$ cat src/rtl/core/hpw_pkg.sv
// Shared types and constants of the high-pass window filter.
package hpw_pkg;

  localparam int PIX_W     = 8;
  localparam int COORD_W   = 10;
  localparam int CFG_W     = 11;
  localparam int CFG_IDX_W = 2;

  localparam logic [PIX_W-1:0] PIX_MAX = 8'd255;

  // Register reset values
  localparam logic [2:0]       KERNEL_RESET = 3'd3;
  localparam logic [CFG_W-1:0] WIDTH_RESET  = 11'd512;
  localparam logic [CFG_W-1:0] HEIGHT_RESET = 11'd512;

  typedef logic [PIX_W-1:0] pixel_t;

  // Configuration register indexes
  typedef enum logic [CFG_IDX_W-1:0] {
    CFG_WIN_EDGE     = 2'd0,
    CFG_IMAGE_WIDTH  = 2'd1,
    CFG_IMAGE_HEIGHT = 2'd2
  } cfg_reg_t;

  // Coordinates and frame marker that travel with a result
  typedef struct packed {
    logic [COORD_W-1:0] row;
    logic [COORD_W-1:0] col;
    logic               last;
  } hpw_meta_t;

  // Per-cell shift control of the window row
  typedef struct packed {
    logic shift;
    logic load_next;
    logic load_new;
  } hpw_cell_ctrl_t;

endpackage

$ cat src/rtl/core/hpw_score.sv
// Score pipeline: window sum, centre weighting, clamp and output register.
module hpw_score #(
  parameter int NK = 7
) (
  input  logic                                    clk,
  input  logic                                    rst,
  input  logic                                    in_valid,
  output logic                                    in_ready,
  input  logic [NK-1:0][$clog2(NK*255+1)-1:0]     col_sum,
  input  logic [hpw_pkg::PIX_W-1:0]               centre,
  input  logic [$clog2(NK+1)-1:0]                 k,
  input  hpw_pkg::hpw_meta_t                      meta,
  output logic                                    out_valid,
  input  logic                                    out_ready,
  output logic [hpw_pkg::PIX_W-1:0]               filtered,
  output hpw_pkg::hpw_meta_t                      out_meta
);
  import hpw_pkg::*;

  localparam int KW  = $clog2(NK + 1);
  localparam int CSW = $clog2(NK * 255 + 1);
  localparam int KKW = $clog2(NK * NK + 1);
  localparam int TW  = $clog2(NK * NK * 255 + 1);

  logic                    v3, v4;
  logic                    free_o, free4, free3;
  logic [NK-1:0][CSW-1:0]  cs3;
  pixel_t                  centre3;
  logic [KKW-1:0]          kk3;
  logic [KW-1:0]           k3;
  hpw_meta_t               meta3, meta4;
  logic [TW-1:0]           total_c, prod_c, total4, prod4;
  logic [TW:0]             diff;

  assign free_o   = !out_valid || out_ready;
  assign free4    = !v4 || free_o;
  assign free3    = !v3 || free4;
  assign in_ready = free3;

  // Advance stage valids
  always_ff @(posedge clk) begin
    if (rst) begin
      v3        <= 1'b0;
      v4        <= 1'b0;
      out_valid <= 1'b0;
    end else begin
      if (free3) begin
        v3 <= in_valid;
      end
      if (free4) begin
        v4 <= v3;
      end
      if (free_o) begin
        out_valid <= v4;
      end
    end
  end

  // Add the active column sums, weight the centre
  always_comb begin
    total_c = '0;
    for (int x = 0; x < NK; x++) begin
      if (KW'(x) < k3) begin
        total_c = total_c + TW'(cs3[x]);
      end
    end
    prod_c = TW'(kk3) * TW'(centre3);
    diff   = {1'b0, prod4} - {1'b0, total4};
  end

  // Hold or advance stage data
  always_ff @(posedge clk) begin
    if (free3 && in_valid) begin
      cs3     <= col_sum;
      centre3 <= centre;
      kk3     <= KKW'(k) * KKW'(k);
      k3      <= k;
      meta3   <= meta;
    end
    if (free4 && v3) begin
      total4 <= total_c;
      prod4  <= prod_c;
      meta4  <= meta3;
    end
    if (free_o && v4) begin
      out_meta <= meta4;
      if (diff[TW]) begin
        filtered <= '0;
      end else if (|diff[TW-1:PIX_W]) begin
        filtered <= PIX_MAX;
      end else begin
        filtered <= diff[PIX_W-1:0];
      end
    end
  end

endmodule

$ cat config.mk
export PLATFORM = sky130hd
export DESIGN_NAME = hpw_score
export DESIGN_NICKNAME = d
export VERILOG_FILES = /design/src/rtl/core/hpw_pkg.sv /design/src/rtl/core/hpw_score.sv
export SDC_FILE = /design/constraint.sdc
export NUM_CORES = 1
export LEC_CHECK = 0
export BUFFER_PORTS_ARGS = -buffer_cell sky130_fd_sc_hd__buf_2
export CAP_MARGIN = 20
export CORE_ASPECT_RATIO = 1.1
export CORE_MARGIN = 1.5
export CORE_UTILIZATION = 50
export CTS_CLUSTER_SIZE = 24
export DETAILED_ROUTE_END_ITERATION = 10
export GPL_TIMING_DRIVEN = 0
export PLACE_DENSITY_LB_ADDON = 0.12
export SLEW_MARGIN = 20
export SYNTH_ARGS = -nofsm -noshare
export SYNTH_HDL_FRONTEND = slang
export SYNTH_SLANG_ARGS = --single-unit
$ cat constraint.sdc
create_clock -name clk -period 15.1 [get_ports clk]
set_input_delay 3.02 -clock clk [delete_from_list [all_inputs] [get_ports clk]]
set_output_delay 3.02 -clock clk [all_outputs]
set_load 0.02 [all_outputs]
# After elaboration in Yosys (flattened, before gate mapping)
# Cells that the tools add are included.
word_totals:
  register_bits: 196
  output_inout_bits: 31
  in_bits: 113
  word_cells: 59
op_classes:
  multipliers: 2
  mux: 8
  order_cmp: 7
  addsub: 7
  reduce_logical: 10
ops:
  columns: ["op", "n"]
  rows:
  - ["adder 14 x 11 -> 14 bit", 6]
  - ["two-way mux 14 bit", 6]
  - ["subtractor 14 x 14 -> 15 bit", 1]
  - ["multiplier 6 x 8 -> 14 bit", 1]
  - ["two-way mux 11 bit", 1]
  - ["less-than comparator 3 bit, first input constant", 3]
  - ["two-way mux 8 bit", 1]
  - ["less-than comparator 1 x 3 -> 1 bit, first input constant", 2]
  - ["less-than comparator 2 x 3 -> 1 bit, first input constant", 2]
  - ["multiplier 3 x 3 -> 6 bit", 1]
  - ["OR reduction 6 bit", 1]
  - ["logical AND 1 bit", 3]
  - ["logical NOT 1 bit", 3]
  - ["logical OR 1 bit", 3]

# Longest topological paths before layout
logic_depth:
  ltp_word: 14
  depth_mapped: 49
  depth_no_buf: 47

# Worst setup path after synthesis
# Ideal clock, no wire load.
synth_timing:
  kind: "input to register"
  from: "input port out_ready"
  to: "register centre3[0], enable pin"
  t_required_ns: 14.447
  setup_time_ns: 0.653
  arrival_time_ns: 8.767
  path_slack_ns: 5.680
  cell_stages: 2
  path_buffers: 0
  path_cell_list: "nor2b_1 > a31oi_1"
synth_between:
  elab_chain_len: 4
synth_rtl:
  columns: ["item", "line", "rtl"]
  rows:
  - ["start: declaration", "hpw_score.sv:14", "input logic out_ready,"]
  - ["logical OR 1 bit", "hpw_score.sv:35", "assign free_o = !out_valid || out_ready;"]
  - ["logical OR 1 bit", "hpw_score.sv:36", "assign free4 = !v4 || free_o;"]
  - ["logical OR 1 bit", "hpw_score.sv:37", "assign free3 = !v3 || free4;"]
  - ["logical AND 1 bit", "hpw_score.sv:73", "if (free3 && in_valid) begin"]
  - ["end signal: assignment", "hpw_score.sv:75", "centre3 <= centre;"]
  - ["end: declaration", "hpw_score.sv:28", "pixel_t centre3;"]
# No other way between the ends.
# A chain may end at the register's enable or synchronous reset.

# Worst setup path after layout
layout_timing:
  from: "register k3[2]"
  to: "register total4[13] (data pin)"
layout_between:
  elab_chain_len: 14
  elab_cells_between_ends: 20
  classes_between: "add/sub: 6; order compare: 7; mux: 7"
layout_rtl:
  columns: ["item", "line", "rtl"]
  rows:
  - ["start: declaration", "hpw_score.sv:30", "logic [KW-1:0] k3;"]
  - ["start signal: assignment", "hpw_score.sv:77", "k3 <= k;"]
  - ["less-than comparator 1 x 3 -> 1 bit", "hpw_score.sv:63", "if (KW'(x) < k3) begin"]
  - ["two-way mux 11 bit", "hpw_score.sv:63", null]
  - ["adder 14 x 11 -> 14 bit", "hpw_score.sv:64", "total_c = total_c + TW'(cs3[x]);"]
  - ["two-way mux 14 bit", "hpw_score.sv:63", null]
  - ["adder 14 x 11 -> 14 bit", "hpw_score.sv:64", null]
  - ["two-way mux 14 bit", "hpw_score.sv:63", null]
  - ["adder 14 x 11 -> 14 bit", "hpw_score.sv:64", null]
  - ["two-way mux 14 bit", "hpw_score.sv:63", null]
  - ["adder 14 x 11 -> 14 bit", "hpw_score.sv:64", null]
  - ["two-way mux 14 bit", "hpw_score.sv:63", null]
  - ["adder 14 x 11 -> 14 bit", "hpw_score.sv:64", null]
  - ["two-way mux 14 bit", "hpw_score.sv:63", null]
  - ["adder 14 x 11 -> 14 bit", "hpw_score.sv:64", null]
  - ["two-way mux 14 bit *", "hpw_score.sv:63", null]
  - ["net total_c[13]", "hpw_score.sv:32", "logic [TW-1:0] total_c, prod_c, total4, prod4;"]
  - ["end signal: assignment", "hpw_score.sv:81", "total4 <= total_c;"]
  - ["end: declaration", "hpw_score.sv:32", null]
# Mark *: on every way through the listed nets, which the timed path passes. The rest lies on a longest branch.

==> results.txt <==
status - finished clean
Reg power frac - 29.1%
fin crit share - 66.9%
Yosys Warn Count - 0
worst reg2reg endpoint - total4[13]
final wirelength - 23400 microns
Final min period - 10.11 ns
Yosys cell types - 75
CP arrival - 10.28 ns
vias in the first global route - 7941
DR WL/cell - 15.2 microns
Worst slew margin - 48.8%
internal power - 0.00144 W
H-tree level count - 4
CTS tree - yes
# rows - 59
total die area - 24800 sq um
WP data required - 15.28 ns
CTS Buf Count - 17
die width - 150 microns
P&R area growth vs syn - 16.1%
setup tns final - 0 ns
CP max-delay cell - a21oi_1
DR pass1 iterations - 5
initial antenna violation count - 0
syn_nets - 1296
port buffer count - 143
routed vias/inst - 5.35
combinational share of power - 51.4%
final setup fails - 0
placed cell areas - 13200 sq um
Max-Cap Viols - 0
Crit path max-delay family - compound AO/OA/AOI/OAI gates
most used cell, CP - o21ai_0
Worst Path Class, Setup - flop to flop
die height - 165 microns
Slew Viols, Final - 0
sw frac - 39.3%
FILL cells - 1993
register area share after synthesis - 48.7%
Bufs and invs on worst path - 3
DPL Wire Length - 18300 microns
NetSw - 0.000932 W
crit-path max FO - 10
clk root buf - clkbuf_16
post-CTS setup buffer count - 0
RR Startpoint - k3[2]
layout cell share with drive strength beyond 1 - 17.4%
top_reg_cell synth - edfxtp_1
final instance area - 13800 sq um
# diodes - 0
Async S/R FF share, synth - 0%
number of DRC markers in iteration 0 - 382
grt ovf - 0
Worst Hold Class - flop to flop
Syn Area/Cell - 11.3 sq um
Levels on crit path - 45
leading cell types in the layout, fill and taps excluded - edfxtp_1, buf_2, ha_1, inv_1, nand2_1
Critical Path Source Type - flop
unrepaired setup endpoints after global routing - no
Post-Route Skew - 0.0163 ns
clk buf depth - 2
cells after synthesis - 1052
Routed Antenna Nets - 0
clk slew on worst S/H paths - 0.08 ns
synthesized area - 11900 sq um
pwr/cell area - 172 nW/um^2
CP Launch Point - k3[2]
Post-route DRC - 0
io pins - 144
CTS Sinks - 194
worst setup path end - total4[13]
Slew @ Worst Pin - 0.766 ns
Final GP Congestion - 0.862
R2R Setup Slk - 4.99 ns
first-pass GRT wire length - 37500 microns
R2R cell count - 45
post-cts sizing count - 0
Max VDD drop - 0.0908 mV
Clk Latency, worst-skew pair - 0.44 ns
leak pwr - 5.87 nW
crit path capture type - flop
Seq cells post-synth - 194
Highest Clock Rate - 0.0989 GHz
number of enable flip-flop cells after synthesis - 191
count of final hold-check violations - 0
hold buffer count at cts - 0
commonest non-fill, non-tap cell in the layout - edfxtp_1
vias after detailed routing - 8235
layout net count - 1465
Initial Util - 50.6%
Core Region - 23500 sq um
Tot GR Track Use - 19.5%
slowest cell delay on critical path - 0.45 ns
largest net degree at the start of global routing - 30
Clock power frac - 19.4%
-- worst min path at each step --
stage	start	endpoint	slack (ns)	cells past startpoint
4_1_cts	meta4[1]	out_meta[1]	0.41	0
3_5_place_dp	meta3[9]	meta4[9]	0.40	0
5_1_grt	meta3[9]	meta4[9]	0.42	0
6_report	meta4[1]	out_meta[1]	0.42	0
2_1_floorplan	meta3[0]	meta4[0]	0.40	0
3_3_place_gp	meta4[9]	out_meta[9]	0.40	0
-- metrics by stage --
stage | setup slack, ns | std cells | power [W] | hold WS, ns | util [%]
CTS | 5.12 | 1539 | 0.00239 | 0.414 | 58.7
floorplan | 5.68 | 1052 | 0.00167 | 0.400 | -
global route | 4.25 | 1539 | 0.00257 | 0.425 | 58.7
detailed placement | 5.18 | 1507 | 0.00191 | 0.405 | 56.2
finish | 4.99 | 1539 | 0.00237 | 0.417 | 58.7
global placement | 3.45 | 1500 | 0.00188 | 0.401 | 55.2
-- final cells by class --
| type | instances | area [sq um] | area share [%] |
|---|---|---|---|
| timing repair buffer | 150 | 908 | 6.57 |
| sequential | 194 | 5800 | 41.9 |
| buffer | 19 | 77.6 | 0.561 |
| multi-input combinational | 746 | 5720 | 41.4 |
| tap | 305 | 382 | 2.76 |
| inverter | 93 | 349 | 2.52 |
| clock buffer | 18 | 429 | 3.10 |
| clock inverter | 14 | 165 | 1.19 |
-- power by group through the flow --
stage,sequential (W),combinational [W],clock [W]
detailed placement,0.000704,0.00121,0
global placement,0.000709,0.00118,0
finish,0.000691,0.00122,0.000461
floorplan,0.000702,0.000965,0
CTS,0.000692,0.00122,0.000474
global route,0.000696,0.00138,0.000494
-- logic make-up after synthesis --
group           share of synthesized area (%)
compound gates                           14.5
xor+xnor                                 4.99
fa+ha+maj                                15.5
buf+inv                                  3.58
flops                                    48.7
mux                                      2.23
other cells                            0.0315
simple gates                             10.4
-- sequential cells by signal (all words and copies together), names as in the netlist --
signal	cells
out_valid	1
total4	14
meta4	21
cs3	77
kk3	5
filtered	8
centre3	8
v4	1
prod4	14
v3	1
out_meta	21
meta3	21
k3	2
-- cells in the mapped netlist (all sizes together), types with 9 or more instances --
cell | n | area share, %
xor2 | 25 | 1.9
a211oi | 19 | 1.3
mux2i | 13 | 1.1
nand3 | 9 | 0.38
and2 | 38 | 2.0
o21ai | 63 | 2.7
a21o | 23 | 1.5
inv | 92 | 2.9
a21oi | 72 | 3.2
xnor2 | 42 | 3.1
mux2 | 12 | 1.1
o21bai | 13 | 0.82
ha | 106 | 11
o21a | 16 | 1.0
nand2 | 80 | 2.5
nor2b | 17 | 0.89
fa | 25 | 4.2
nor2 | 67 | 2.1
clkbuf | 15 | 0.47
edfxtp | 191 | 48
-- metal layers --
layer,track usage (%),vias to the layer above,share of wire [%]
met5,0,-,0
li1,-,4157,-
met2,35.5,175,51
met4,8.11,0,2.6
met3,2.65,41,3.3
met1,23.1,3862,44
Note: power is estimated with default switching activity, not from simulation.
