<file path="src/rtl/core/hpw_pkg.sv">
// Shared types and constants of the high-pass window filter.
package hpw_pkg;

  localparam int PIX_W     = 8;
  localparam int COORD_W   = 10;
  localparam int CFG_W     = 11;
  localparam int CFG_IDX_W = 2;

  localparam logic [PIX_W-1:0] PIX_MAX = 8'd255;

  // Register reset values
  localparam logic [2:0]       KERNEL_RESET = 3'd3;
  localparam logic [CFG_W-1:0] WIDTH_RESET  = 11'd512;
  localparam logic [CFG_W-1:0] HEIGHT_RESET = 11'd512;

  typedef logic [PIX_W-1:0] pixel_t;

  // Configuration register indexes
  typedef enum logic [CFG_IDX_W-1:0] {
    CFG_WIN_EDGE     = 2'd0,
    CFG_IMAGE_WIDTH  = 2'd1,
    CFG_IMAGE_HEIGHT = 2'd2
  } cfg_reg_t;

  // Coordinates and frame marker that travel with a result
  typedef struct packed {
    logic [COORD_W-1:0] row;
    logic [COORD_W-1:0] col;
    logic               last;
  } hpw_meta_t;

  // Per-cell shift control of the window row
  typedef struct packed {
    logic shift;
    logic load_next;
    logic load_new;
  } hpw_cell_ctrl_t;

endpackage

</file>
<file path="src/rtl/core/hpw_window_cell.sv">
// One window column cell: holds a column of pixels and forms its masked sum.
module hpw_window_cell #(
  parameter int ROWS = 7
) (
  input  logic                                clk,
  input  hpw_pkg::hpw_cell_ctrl_t             ctrl,
  input  logic [$clog2(ROWS+1)-1:0]           k,
  input  logic [ROWS-1:0][hpw_pkg::PIX_W-1:0] col_next,
  input  logic [ROWS-1:0][hpw_pkg::PIX_W-1:0] col_new,
  output logic [ROWS-1:0][hpw_pkg::PIX_W-1:0] col,
  output logic [$clog2(ROWS*255+1)-1:0]       col_sum
);
  import hpw_pkg::*;

  localparam int KW = $clog2(ROWS + 1);
  localparam int SW = $clog2(ROWS * 255 + 1);

  logic [SW-1:0] acc;

  // Take the neighbor's column or the new column on each shift
  always_ff @(posedge clk) begin
    if (ctrl.shift) begin
      for (int y = 0; y < ROWS; y++) begin
        if (KW'(y) < k) begin
          if (ctrl.load_next) begin
            col[y] <= col_next[y];
          end else if (ctrl.load_new) begin
            col[y] <= col_new[y];
          end
        end
      end
    end
  end

  // Sum the active rows of this column
  always_comb begin
    acc = '0;
    for (int y = 0; y < ROWS; y++) begin
      if (KW'(y) < k) begin
        acc = acc + SW'(col[y]);
      end
    end
    col_sum = acc;
  end

endmodule

</file>
<file path="config.mk">
export PLATFORM = sky130hd
export DESIGN_NAME = hpw_window_cell
export DESIGN_NICKNAME = d
export VERILOG_FILES = /design/src/rtl/core/hpw_pkg.sv /design/src/rtl/core/hpw_window_cell.sv
export SDC_FILE = /design/constraint.sdc
export NUM_CORES = 1
export LEC_CHECK = 0
export BUFFER_PORTS_ARGS = -buffer_cell sky130_fd_sc_hd__buf_2
export CORE_MARGIN = 2
export CORE_UTILIZATION = 28
export CTS_CLUSTER_SIZE = 25
export DETAILED_ROUTE_END_ITERATION = 10
export SYNTH_ARGS = -nofsm -noshare
export SYNTH_HDL_FRONTEND = slang
export SYNTH_SLANG_ARGS = --single-unit
</file>
<file path="constraint.sdc">
create_clock -name clk -period 16.1 [get_ports clk]
set_clock_uncertainty 0.1 [all_clocks]
set_input_delay 4.025 -clock clk [delete_from_list [all_inputs] [get_ports clk]]
set_output_delay 4.025 -clock clk [all_outputs]
set_load 0.01 [all_outputs]
</file>
### Yosys cells after proc, flatten, opt, wreduce, memory -nomap -nowiden

Cells that the tools add are included.

* bits in registers: 56
* input bits: 119
* word-level logic and storage cells: 49

* add/subtract/negate cells: 6
* magnitude comparators: 7
* muxes and demuxes: 21
* reduce and logical (&&, ||, !) cells: 8

Operators with widths (count)
* 2-to-1 mux 8 bit: 15
* adder 11 x 8 -> 11 bit: 6
* 2-to-1 mux 11 bit: 6
* AND reduction 3 bit: 7
* < comparator 3 bit, first input constant: 3
* < comparator 1 x 3 -> 1 bit, first input constant: 2
* < comparator 2 x 3 -> 1 bit, first input constant: 2
* nonzero test 2 bit: 1

### Depth between registers and ports, before layout

Gate-level depths: netlist (run 1).

* word-level depth: 14
* mapped depth: 44
* gate-level depth less buffers: 42

### Worst setup path before layout (run 1)

OpenSTA, ideal clock, no wires.

* path kind: input to output
* from: in k[0]
* to: out col_sum[10]
* data arrival time: 10825 ps
* required time: 11975 ps
* path slack: 1150 ps
* cell stages on the path: 42
* path through: buf_6 > or3_1 > buf_2 > and2_1 > ha_1 > a21o_1 > a21o_1 > maj3_1 > a21oi_2 > xnor2_1 > o21ai_1 > ha_1 > o21a_1 > o31a_1 > a211oi_1 > a21oi_1 > inv_1 > ha_1 > [6 not listed] > o21a_1 > o31ai_1 > a31oi_1 > inv_1 > ha_1 > o21a_1 > o31a_1 > a21oi_1 > nor2_1 > a21oi_1 > ha_1 > o211a_1 > o21a_1 > o21ai_0 > o21bai_1 > a22oi_1 > mux2i_1 > xor2_1

* longest elaborated chain between the ends: 14
* elaborated cells between the ends (all ways): 20

Ends and longest elaborated chain
* start, declared: line hpw_window_cell.sv:7 `input logic [$clog2(ROWS+1)-1:0] k,`
* < comparator 1 x 3 -> 1 bit: line hpw_window_cell.sv:39 `if (KW'(y) < k) begin`
* 2-to-1 mux 8 bit: line hpw_window_cell.sv:39
* adder 11 x 8 -> 11 bit: line hpw_window_cell.sv:40 `acc = acc + SW'(col[y]);`
* 2-to-1 mux 11 bit: line hpw_window_cell.sv:39
* adder 11 x 8 -> 11 bit: line hpw_window_cell.sv:40
* 2-to-1 mux 11 bit: line hpw_window_cell.sv:39
* adder 11 x 8 -> 11 bit: line hpw_window_cell.sv:40
* 2-to-1 mux 11 bit: line hpw_window_cell.sv:39
* adder 11 x 8 -> 11 bit: line hpw_window_cell.sv:40
* 2-to-1 mux 11 bit: line hpw_window_cell.sv:39
* adder 11 x 8 -> 11 bit: line hpw_window_cell.sv:40
* 2-to-1 mux 11 bit: line hpw_window_cell.sv:39
* adder 11 x 8 -> 11 bit: line hpw_window_cell.sv:40
* 2-to-1 mux 11 bit (*): line hpw_window_cell.sv:39
* end, declared: line hpw_window_cell.sv:11 `output logic [$clog2(ROWS*255+1)-1:0] col_sum`

Every way passes the cells marked *; elsewhere a longest branch is shown, timed or not.

### Worst setup path in the final report (run 1)

* from: in k[1]
* to: out col_sum[10]

The elaborated chain is that of the path after synthesis.

==> flow_metrics.tcl, run 1 <==
set metrics [dict create \
    clock-sinks 56 \
    critical_path_class "primary input to primary output" \
    ys_seq_area_share_pct 32.2 \
    critPathSlowestCell "or3_4" \
    place_area_sq_um 6430 \
    die_y_um 141 \
    hold_class "primary input to register" \
    stdcell_area_sq_um 6690 \
    cts_root_buffer "clkbuf_16" \
    final_antenna_net_count 0 \
    worst_hold_slack_ns 3.92 \
    dieArea_sq_um 19800 \
    crit_path_end_kind "primary output" \
    die_w_um 141 \
    route.detailed.drc 0 \
    via_per_inst 4.73 \
    hold_path_end "col[49]" \
    clockBufferDepth 2 \
    slowest_delay_ns 0.44 \
    place.gp.congestion 0.809 \
    cts_made_buffers 5 \
    first_iter_violations 166 \
    setup_ws_ns 0.511 \
    synth_edf_count 56 \
    path_common_cell "nor2_1" \
    period_share_pct 96.8 \
    syn_to_final_growth_pct 28.0 \
    power_density_nw_per_um2 134 \
    hold_start "col_new[49]" \
    fmax_mhz 64.1 \
    io_buffers 185 \
    num_antenna_cells 0 \
    hold_depth 2 \
    vdd_drop_max_mv 0.0585 \
    p_total_mw 0.896 \
    cts_hold_buf 0 \
    slew_headroom_pct 34.4 \
    synthArstFlopShare_pct 0 \
    synth_seq_cells 56 \
    vias 4467 \
    largestRegisters "col: 56 flops" \
    largest_register "col" \
    core_sq_um 18100 \
    p_leak_nw 2.92 \
    avgSynthCellArea_sq_um 9.86 \
    dr.pass1.iters 4 \
    synth_ff_type "edfxtp_1" \
    largest_reg_flops 56 \
    cp_max_fo 13 \
    synth_fp_nets 702 \
    dp_hpwl_um 11600 \
    rows 49 \
    detail_route.wirelength_um 14200 \
    status "finished clean" \
    layout_commonest_cell "buf_2" \
    synthCells 530 \
    io_pins 186 \
    grt_pass1_vias 4377 \
    clkTransAtPathRegs_ns 0.08 \
    maxCapViolCount 0 \
    yosysWarnings 0 \
    start_util_pct 28.8 \
    layout_common_cells "buf_2, mux2_2, edfxtp_1, nor2_1, ha_1" \
    slew_viol_final 0 \
    final_util_pct 36.9 \
    fin_nets 887 \
    worstPathRequired_ns 11.98 \
    wl_per_cell_um 15.0 \
    htreeDepth 2 \
    cts_tree "yes" \
    pre_cts_ws_ns 0.0300 \
    antenna_found_initial 0 \
    worst_pin_slew_ns 0.985 \
    arrival_ns 11.46 \
    grt.total_usage_pct 14.3 \
    grt_pass1_wl_um 22300 \
    start_kind "primary input" \
    setup_viol 0 \
    layout_min_cycle_time_ns 15.59 \
    grt_overflow_total 0 \
    layout-drive-gt1-share_pct 41.8 \
    grt_max_degree 58 \
    synth_area_sq_um 5230 \
    hold_viol 0 \
    synth_cell_types 50 \
]
[cell families (layout without fill, tap and decap cells)]
group | Yosys count | after routing | synth area share [%]
AOI/OAI and AO/OA | 143 | 143 | 18.1
and+or+nand+nor | 121 | 121 | 10.4
muxes | 76 | 76 | 16.3
DFF | 56 | 56 | 32.2
adders and majority gates | 54 | 54 | 13.7
buffers and inverters | 48 | 234 | 3.62
xor gates and xnor gates | 32 | 32 | 5.65
[cells in the mapped netlist, types with 3 or more instances]
cell      count  area share, %
o31a_1        5           0.84
a21oi_1      32            3.1
o21ai_1       5           0.48
o211ai_1      4           0.57
o31ai_1       3           0.43
nor2_1       50            3.6
o21ai_0      40            3.8
mux2_2       68             15
and3_1        3           0.36
nor2b_1       9            1.1
and2_1        9            1.1
ha_1         47             11
inv_1        30            2.2
a21o_1       12            1.7
mux2i_1       7            1.3
clkbuf_1     13           0.93
nor3_1        7           0.67
nand3_1       4           0.38
edfxtp_1     56             32
o21bai_1      7            1.0
nand2_1      31            2.2
fa_1          6            2.3
a211oi_1     10            1.4
xnor2_1      21            3.5
or2_2         3           0.36
o21a_1       11            1.6
xor2_1       10            1.7
[critical path: cells and delay by family]
kind                     cells  cell delay (ns)
adder cells (fa/ha/maj)      6             2.04
AND/OR/NAND/NOR             13             1.89
AO/OA/AOI/OAI               14             1.78
multiplexers                 3             0.75
XOR/XNOR                     4             0.65
buffers and inverters        2             0.32
[where the power goes]
group	switching (mW)	leakage [nW]	internal [mW]
combinational	0.314	2.32	0.272
sequential	0.00809	0.520	0.173
clock	0.0545	0.0808	0.0735
total	0.377	2.92	0.519
[per-stage QoR]
step / setup TNS, ns / instances
after floorplan: 0 / 530
after global placement: 0 / 936
after detailed placement: 0 / 936
after CTS: 0 / 944
after global routing: -0.0460 / 945
final: 0 / 945
[cell type report]
type,instances,area (sq um)
fillers,1832,11500
repair buffers,195,1000
clock inverters,2,35.0
inverters,31,116
well taps,229,287
flip-flops and latches,56,1680
multi-input cells,426,3440
clock buffers,6,129
[routing by layer]
layer / global-route usage, % / routed length (um) / part of all wire [%] / vias up
li1: - / - / - / 2313
met1: 19.8 / 6780 / 48 / 2027
met2: 23.6 / 6540 / 46 / 117
met3: 2.11 / 692 / 4.9 / 10
met4: 3.58 / 165 / 1.2 / 0
met5: 0 / 0 / 0 / -
[what timing repair did]
| action | CTS | global route |
|---|---|---|
| buffers inserted | 0 | 1 |
| gates resized for setup | 1 | 26 |
| gates cloned | 0 | 0 |
| setup endpoints to repair | 1 | 5 |
| pin swaps | 0 | 3 |
[worst max path at each step]
stage | from | to | slack (ns)
floorplan | k[0] | col_sum[10] | 1.15
global placement | k[1] | col_sum[10] | 0.07
detailed placement | k[1] | col_sum[10] | 0.03
CTS | k[1] | col_sum[10] | 0.02
global route | k[1] | col_sum[10] | -0.05
finish | k[1] | col_sum[10] | 0.51
No activity file was read; power rests on OpenSTA's default activity.
==> inputs of run 2 (changes only) <==
Settings changed: REMOVE_ABC_BUFFERS set to 1.
==> run 2 against run 1 <==
  * Global-route usage rose by 0.17 points
  * Flip-flop and latch count stayed put
  * Core utilization about the same
  * Cell area is essentially flat
  * Combinational power increased by 0.7%
  * Die area is the same
  * Clock power is 5% lower
  * Maximum frequency increased by 0.31%
  * Setup slack improved by 0.048 ns
  * First-iteration DRC count is 60% higher
  * Highest routed layer unchanged
==> flow_metrics.tcl, run 2 (synthesis results as in run 1) <==
set metrics [dict create \
    pwr-share-seq_pct 20.3 \
    slew_viol_final 0 \
    start_util_pct 28.8 \
    num_antenna_cells 0 \
    fin_nets 891 \
    cts_tree "yes" \
    dr.pass1.iters 5 \
    period_share_pct 96.5 \
    grt_max_degree 31 \
    slew_headroom_pct 23.4 \
    multi_input_area_sq_um 3420 \
    detail_route.wirelength_um 14700 \
    clkTransAtPathRegs_ns 0.08 \
    layout_common_cells "buf_2, mux2_2, edfxtp_1, nor2_1, ha_1" \
    core_sq_um 18100 \
    p_comb_share_pct 66.1 \
    clkPwrFrac_pct 13.5 \
    hold_viol 0 \
    regArea_sq_um 1680 \
    die_w_um 141 \
    p_int_mw 0.507 \
    route.detailed.drc 0 \
    dp_hpwl_um 12000 \
    vdd_drop_max_mv 0.0547 \
    crit_family "compound AO/OA/AOI/OAI gates" \
    io_pins 186 \
    dieArea_sq_um 19800 \
    slowest_delay_ns 0.43 \
    vias 4561 \
    start_kind "primary input" \
    clockBufferDepth 2 \
    fill_cells 1841 \
    hold_class "primary input to register" \
    largest_reg_flops 56 \
    cp_max_fo 9 \
    grt.total_usage_pct 14.5 \
    via_per_inst 4.81 \
    critPathSlowestCell "or3_4" \
    critical_path_class "primary input to primary output" \
    swShare_pct 43.2 \
    p_leak_nw 2.92 \
    fmax_mhz 64.3 \
    layout_commonest_cell "buf_2" \
    final_antenna_net_count 0 \
    status "finished clean" \
    setup_viol 0 \
    final_util_pct 36.8 \
    grt_pass1_vias 4233 \
    crit_buf_inv 5 \
    largestRegisters "col: 56 flops" \
    antenna_found_initial 0 \
    layout_min_cycle_time_ns 15.54 \
    die_y_um 141 \
    grt_pass1_wl_um 22300 \
    htreeDepth 2 \
    maxCapViolCount 0 \
    wl_per_cell_um 15.5 \
    worst_hold_slack_ns 3.91 \
    switchingPower_mw 0.385 \
    rows 49 \
    first_iter_violations 266 \
    worst_pin_slew_ns 1.14 \
    cts_hold_buf 0 \
    worstPathRequired_ns 11.98 \
    layout-drive-gt1-share_pct 41.4 \
    crit_path_end_kind "primary output" \
    io_buffers 185 \
    grt_overflow_total 0 \
    largest_register "col" \
    syn_to_final_growth_pct 27.9 \
    place.gp.congestion 0.910 \
    power_density_nw_per_um2 134 \
    clock-sinks 56 \
    cts_root_buffer "clkbuf_16" \
    arrival_ns 11.42 \
    cts_made_buffers 5 \
]
## run 2: per-stage QoR
stage	setup TNS, ns	cell area, sq um	std cells	setup WS [ns]	power [mW]
global placement	0	6440	937	0.0219	0.745
finish	0	6690	949	0.559	0.893
CTS	0	6600	945	0.0223	0.877
detailed placement	-0.107	6440	937	-0.107	0.749
global route	-0.0394	6690	949	-0.0394	0.973
floorplan	0	5150	513	1.17	0.606
## run 2: timing repair
| action | 4_1_cts | 5_1_grt |
|---|---|---|
| pin swaps | 0 | 4 |
| setup endpoints to repair | 1 | 5 |
| gates resized for setup | 2 | 17 |
| setup buffers | 0 | 4 |
| endpoints found under the hold margin | 0 | 0 |
## run 2: final cells by class
| type | instances | share of cell area [%] |
|---|---|---|
| inverters | 31 | 1.74 |
| multi-input cells | 426 | 51.1 |
| flip-flops and latches | 56 | 25.2 |
| repair buffers | 199 | 15.4 |
| clock inverters | 3 | 0.412 |
| clock buffers | 5 | 1.87 |
| well taps | 229 | 4.29 |
## run 2: worst paths after layout
kind	cells after the start	slack (ns)	start	to
worst min-delay path	2	3.91	col_new[48]	col[48]
worst max-delay path	41	0.56	k[1]	col_sum[10]
## run 2: routing by layer
layer  vias up  routed length [um]  track usage (%)  share of wire [%]
met5         -                   0                0                  0
met4         0                 218             3.37                1.5
met3        12                 819             2.41                5.6
met2       147                6860             24.3                 47
met1      2081                6830             19.7                 46
li1       2321                   -                -                  -
## run 2: power by group through the flow
stage / Combinational [mW] / Sequential, mW / Clock (mW)
floorplan: 0.420 / 0.187 / 0
global placement: 0.560 / 0.185 / 0
detailed placement: 0.564 / 0.185 / 0
CTS: 0.569 / 0.182 / 0.126
global route: 0.660 / 0.183 / 0.130
finish: 0.590 / 0.181 / 0.121
==> inputs of run 3 (changes only) <==
Settings changed: GPL_TIMING_DRIVEN set to 0, PLACE_DENSITY set to 0.53.
==> run 3 against run 2 <==
  * Final cell count decreased by 0.42%
  * Via count down 0.77%
  * Global-route usage shrank 0.091 points
  * Clock power barely moved
  * Sequential power hardly changed
  * Critical path type unchanged
  * Critical endpoint unchanged
==> flow_metrics.tcl, run 3 (synthesis results as in run 1) <==
set metrics [dict create \
    first_iter_violations 123 \
    dr.pass1.iters 4 \
    clkTransAtPathRegs_ns 0.08 \
    layout_commonest_cell "buf_2" \
    io_pins 186 \
    status "finished clean" \
    p_leak_nw 2.92 \
    fin_nets 887 \
    grt_overflow_total 0 \
    grt.total_usage_pct 14.4 \
    slew_viol_final 0 \
    die_w_um 141 \
    arrival_ns 11.54 \
    slew_headroom_pct 14.1 \
    fill_cells 1881 \
    wl_per_cell_um 15.3 \
    largestRegisters "col: 56 flops" \
    cts_tree "yes" \
    placed_cells 927 \
    dieArea_sq_um 19800 \
    detail_route.wirelength_um 14400 \
    layout_min_cycle_time_ns 15.67 \
    power_density_nw_per_um2 135 \
    final_antenna_net_count 0 \
    io_buffers 185 \
    vdd_drop_max_mv 0.0419 \
    num_antenna_cells 0 \
    grt_pass1_vias 4278 \
    hold_viol 0 \
    period_share_pct 97.3 \
    via_per_inst 4.79 \
    cp_max_fo 19 \
    syn_to_final_growth_pct 28.4 \
    place.gp.congestion 0.832 \
    antenna_found_initial 0 \
    core_sq_um 18100 \
    pre_cts_ws_ns -0.432 \
    critical_path_class "primary input to primary output" \
    worstPathRequired_ns 11.98 \
    dp_hpwl_um 11700 \
    fin_tns_setup_ns 0 \
    grt_max_degree 58 \
    layout_common_cells "buf_2, mux2_2, edfxtp_1, nor2_1, ha_1" \
    setup_ws_ns 0.432 \
    clock-sinks 56 \
    setup_viol 0 \
    largest_reg_flops 56 \
    die_y_um 141 \
    final_util_pct 37.0 \
    cts_made_buffers 5 \
    start_util_pct 28.8 \
    place_area_sq_um 6370 \
    fmax_mhz 63.8 \
    grt_pass1_wl_um 22400 \
    cts_root_buffer "clkbuf_16" \
    fin_cells 945 \
    layout-drive-gt1-share_pct 42.6 \
    maxCapViolCount 0 \
    clockBufferDepth 2 \
    crit_path_end_kind "primary output" \
    hold_class "primary input to register" \
    stdcell_area_sq_um 6710 \
    slowest_delay_ns 0.42 \
    worst_pin_slew_ns 1.28 \
    start_kind "primary input" \
    htreeDepth 2 \
    rows 49 \
    route.detailed.drc 0 \
    cts_hold_buf 0 \
    largest_register "col" \
    critPathSlowestCell "or3_4" \
    vias 4526 \
]
run 3: cell types whose count changed in the layout (fill, tap and decap cells not counted), sizes merged:
cell	previous run	this run
buf	199	194
clkbuf	5	6
run 3: per-stage QoR:
stage	total power, mW	hold slack, ns
finish	0.907	3.90
CTS	0.877	3.90
floorplan	0.606	4.14
global route	0.990	3.90
global placement	0.746	4.23
detailed placement	0.749	4.23
run 3: what timing repair did:
action	4_1_cts	5_1_grt
setup endpoints to repair	4	5
pin swaps	0	8
gates resized for setup	8	31
buffers inserted	1	8
run 3: critical path, delay by kind of cell:
| family | cells | cell delay, ns |
|---|---|---|
| multiplexers | 1 | 0.17 |
| AND/OR/NAND/NOR | 4 | 1.03 |
| XOR/XNOR | 2 | 0.33 |
| AO/OA/AOI/OAI | 22 | 3.11 |
| adder cells (fa/ha/maj) | 7 | 2.26 |
| buffers and inverters | 5 | 0.62 |
run 3: power by group:
part	internal [mW]	total [mW]	switching, mW
logic	0.283	0.607	0.324
registers	0.173	0.181	0.00756
clock network	0.0586	0.119	0.0600
run 3: path summary, 6_finish.rpt:
| kind | slack [ns] | endpoint | start | depth (start not counted) |
|---|---|---|---|---|
| setup / recovery | 0.43 | col_sum[10] | k[0] | 41 |
| hold / removal | 3.90 | col[54] | col_next[54] | 2 |
run 3: layout make-up:
class / instances / area, sq um / area share, %
Clock inverter: 3 / 22.5 / 0.336
Sequential cell: 56 / 1680 / 25.1
Clock buffer: 5 / 125 / 1.86
Timing Repair Buffer: 195 / 1000 / 15.0
Multi-Input combinational cell: 426 / 3480 / 51.8
Tap cell: 229 / 287 / 4.27
Inverter: 31 / 116 / 1.73
run 3: metal layers:
layer / global-route usage (%) / vias up / part of all wire [%]
li1: - / 2319 / -
met1: 19.4 / 2068 / 47
met2: 24.4 / 126 / 47
met3: 2.24 / 13 / 5.1
met4: 3.42 / 0 / 1.6
met5: 0 / - / 0
